$ cat src/rtl/vna_lane.sv
// One cross-product lane: a 17x17 product difference, registered.
`default_nettype none
module vna_lane (
  input  wire logic               clk,
  input  wire logic signed [16:0] a1,
  input  wire logic signed [16:0] b1,
  input  wire logic signed [16:0] a2,
  input  wire logic signed [16:0] b2,
  output logic signed [34:0]      prod
);
  logic signed [33:0] p1;
  logic signed [33:0] p2;
  always_ff @(posedge clk) begin
    p1 <= a1 * b1;
    p2 <= a2 * b2;
    prod <= 35'(p1) - 35'(p2);
  end
endmodule
`default_nettype wire

$ cat config.mk
export PLATFORM = sky130hd
export DESIGN_NAME = vna_lane
export DESIGN_NICKNAME = d
export VERILOG_FILES = /design/src/rtl/vna_lane.sv
export SDC_FILE = /design/constraint.sdc
export NUM_CORES = 2
export LEC_CHECK = 0
export ABC_CLOCK_PERIOD_IN_PS = 9800
export BUFFER_PORTS_ARGS = -buffer_cell sky130_fd_sc_hd__buf_2
export CORE_MARGIN = 3
export CORE_UTILIZATION = 45
export DETAILED_ROUTE_END_ITERATION = 12
export HOLD_SLACK_MARGIN = 0.06
export PLACE_DENSITY = 0.65
export SLEW_MARGIN = 20
export SYNTH_ARGS = -nofsm -noshare
export SYNTH_HDL_FRONTEND = slang
export SYNTH_SLANG_ARGS = --single-unit
$ cat constraint.sdc
create_clock -name clk -period 9.8 [get_ports clk]
set_input_delay 1.96 -clock clk [delete_from_list [all_inputs] [get_ports clk]]
set_output_delay 1.96 -clock clk [all_outputs]
set_load 0.01 [all_outputs]
# Yosys cells after proc, flatten, opt, wreduce, memory -nomap -nowiden
# Cells that the tools add are included.
# Widths: inputs -> output; s select.
word_totals:
  ff_bits: 103
  output_inout_bits: 35
  wordCells: 6
classes:
  addsub: 1
  multipliers: 2
op_table:
  columns: ["operator", "count"]
  rows:
  - ["$mul 17x17->34", 2]
  - ["$sub 34x34->35", 1]

# Depth between registers and ports, before layout
logic_depth:
  word_depth: 1
  depth_mapped: 25
  depth_no_buf: 23

# Least setup slack after synthesis
# OpenSTA, ideal clock, no wires.
synth_timing:
  path_kind: "input port to flip-flop"
  start: "in b2[8]"
  end: "reg p2[32]"
  setup_time_ns: 0.072
  t_arrival_ns: 7.736
  required_time_ns: 9.728
  path_slack_ns: 1.992
  cell_stages: 23
  n_path_buf: 3
  path_cell_list: "clkbuf_1 clkbuf_1 nand2_1 fa_1 inv_1 fa_1 fa_1 fa_1 fa_1 inv_1 fa_1 inv_1 ha_1 clkbuf_1 a21o_1 a21o_1 a2111o_1 a21oi_1 o32ai_1 o41a_1 a21o_1 a21oi_2 xnor2_1"
synth_between:
  elab_chain_len: 1
synth_rtl:
  columns: ["item", "line_no", "text"]
  rows:
  - ["start: declaration", "8", "input wire logic signed [16:0] b2,"]
  - ["$mul 17x17->34", "15", "p2 <= a2 * b2;"]
  - ["end signal: assignment", "15", null]
  - ["end: declaration", "12", "logic signed [33:0] p2;"]
# No other way between the ends.

# Worst setup path after layout
layout_timing:
  start: "in b1[2]"
  end: "reg p1[32]"
layout_between:
  elab_chain_len: 1
layout_rtl:
  columns: ["item", "line_no", "text"]
  rows:
  - ["start: declaration", "6", "input wire logic signed [16:0] b1,"]
  - ["$mul 17x17->34", "14", "p1 <= a1 * b1;"]
  - ["end signal: assignment", "14", null]
  - ["end: declaration", "11", "logic signed [33:0] p1;"]
# No other way between the ends.

==> results.sh <==
export IMPL_finalCritPeriodShare_pct=83.5
export IMPL_cts_buffer_depth=2
export IMPL_synthToLayoutAreaGrowth_pct=5.73
export IMPL_tightestPinTransition_ns=0.713
export IMPL_end_kind="flop"
export IMPL_final_seq_area_um2=2060
export IMPL_outcome="completed"
export IMPL_num_io_pins=104
export IMPL_synth_seq_cells=103
export IMPL_cts_tree="built"
export IMPL_relSlewSlack_pct=52.2
export IMPL_fin_nets=3622
export IMPL_fin_skew_ns=0.00762
export IMPL_grt_pass1_vias=19800
export IMPL_timing_hold_ws_ns=0.501
export IMPL_ys_flop_type="dfxtp_1"
export IMPL_slew_violations=0
export IMPL_postSynthAreaPerCell_um2=9.36
export IMPL_vias_per_cell=5.13
export IMPL_synthArstFlopShare_pct=0
export IMPL_grt_use_met2_pct=35.0
export IMPL_layout_common_cells="671 x inv_1, 593 x fa_1, 292 x nand2_1, 292 x and2_1, 204 x ha_1"
export IMPL_fin_setup_tns_ns=0
export IMPL_cts_setup_buffers=0
export IMPL_port_buffers=103
export IMPL_worst_endpoint_arrival_ns=8.43
export IMPL_dpl_cell_area_um2=26600
export IMPL_path_clk_slew_ns=0.07
export IMPL_final_common_cell="inv_1"
export IMPL_clock_sink_count=103
export IMPL_grt_first_pass_wirelength_um=95100
export IMPL_period_needed_ns=8.18
export IMPL_r2r_setup_slack_ns=6.61
export IMPL_synth_cell_types=66
export IMPL_seq_area_frac_synth_pct=8.10
export IMPL_fillers=5314
export IMPL_synth_top_area_share_pct=46.7
export IMPL_syn_area_um2=25400
export IMPL_dp_hpwl_um=46700
export IMPL_cts_resized=0
export IMPL_syn_nets=3585
export IMPL_vias=18000
export IMPL_hp_class="reg -> reg"
export IMPL_die_area_um2=59400
export IMPL_ant_nets=0
export IMPL_grt_util_met3_pct=2.30
export IMPL_wire_per_inst_um=15.7
export IMPL_globalRouteMet1Util_pct=24.9
export IMPL_wl_um=55000
export IMPL_start_kind="primary input"
export IMPL_grt_overflow=0
export IMPL_setup_viol=0
export IMPL_root_buffer="clkbuf_16"
export IMPL_grt_usage_pct=19.6
export IMPL_chipHeight_um=244
export IMPL_h_tree_depth=3
export IMPL_fin_area_um2=26900
export IMPL_numCtsBuffers=9
export IMPL_insertion_delay_ns=0.35
export IMPL_antenna_found_initial=1
export IMPL_required_ns=10.05
export IMPL_routabilityCongestion=0.897
export IMPL_initial_core_util_pct=45.8
export IMPL_yosys_warnings=0
export IMPL_path_max_fanout=17
export IMPL_cts_hold_buf=0
export IMPL_critPathKind="in -> reg"
export IMPL_drcViolationCount=0
export IMPL_dp_cells=3493
export IMPL_synthTopCellsByArea="fa_1 47%, ha_1 10%, inv_1 9.9%"
export IMPL_num_antenna_cells=0
export IMPL_fmax_mhz=122
export IMPL_final_cells=3508
export IMPL_grt_busiest_layer="met2"
export IMPL_yosys_area_top_type="fa_1"
export IMPL_multi_input_area_um2=20600
export IMPL_maxCapViolCount=0
export IMPL_die_x_um=244
export IMPL_rsz0062_at_grt="false"
export IMPL_drive_gt1_share_pct=4.82
export IMPL_synth_edf_count=0
export IMPL_rows=86
export IMPL_drtIter0Drc=898
export IMPL_coreArea_um2=55500
export IMPL_hold_viol_final=0
export IMPL_grt_max_degree=18
export IMPL_syn_inst=2719
export IMPL_firstDrtPassIters=5
==> sequential cells by signal (all words and copies together), names as in the netlist <==
| name | cells |
|---|---|
| prod | 35 |
| p2 | 34 |
| p1 | 34 |
==> area by class of cell <==
type | instances | share of cell area (%)
timing repair buffer | 103 | 1.92
clock inverter | 4 | 0.205
multi-input combinational | 1868 | 76.5
clock buffer | 11 | 0.902
inverter | 671 | 9.36
tap | 748 | 3.48
sequential | 103 | 7.66
==> stage by stage <==
step	util, %	setup WS, ns
6_report	48.5	1.62
5_1_grt	48.5	1.27
2_1_floorplan	-	1.99
3_3_place_gp	47.9	1.50
3_5_place_dp	47.9	1.37
4_1_cts	48.5	1.74
==> per-layer routing <==
| layer | vias to the layer above | part of all wire, % |
|---|---|---|
| li1 | 8112 | - |
| met1 | 9293 | 40 |
| met2 | 465 | 52 |
| met3 | 122 | 4.6 |
| met4 | 0 | 3.4 |
| met5 | - | 0 |
==> worst paths after layout <==
path	startpoint	cells after the start	end
hold / removal	p2[0]	2	prod[0]
setup reg to reg	p1[0]	12	prod[28]
setup / recovery	b1[2]	21	p1[32]
hold reg to reg	p2[0]	2	prod[0]
==> kinds of logic after synthesis <==
logic type	synth area share, %
adder cells (fa/ha/maj)	56.7
buffers and inverters	11.0
AND/OR/NAND/NOR	14.5
AO/OA/AOI/OAI	6.23
flip-flops	8.10
XOR/XNOR	3.41
==> synthesized netlist by cell type (3+ instances only) <==
library cell	n
a21oi_1	58
clkbuf_1	74
fa_1	593
nand2_1	292
or2_2	5
o21a_1	17
o311ai_0	3
o21ai_0	36
nor3_1	13
dfxtp_1	103
a31oi_1	10
and2_1	292
nand3_1	12
ha_1	204
nor2_1	78
xnor2_1	79
inv_1	671
xor2_1	20
o21bai_1	5
o31a_1	5
o31ai_1	7
nand2b_1	11
nand4_1	5
nor3b_1	3
or3_1	3
o211ai_1	4
and3_1	8
nor2b_1	6
a211oi_1	9
a21o_1	41
==> worst max-delay path: stages <==
cell and delay, ns:
buf_2 0.23, nand2_1 0.16, inv_1 0.10, fa_1 0.77, fa_1 0.50, fa_1 0.50
fa_1 0.51, fa_1 0.50, inv_1 0.05, fa_1 0.47, inv_1 0.04, ha_1 0.37
nand4_1 0.18, a2111oi_1 0.36, o21ai_0 0.27, a311oi_1 0.70, nand3_1 0.18, a31oi_1 0.26
o21a_1 0.14, nor2_1 0.05, xnor2_1 0.11
Power is left out: the tool's default activity adds up to more than one toggle a clock period on the data nets, which glitch-free logic cannot reach.
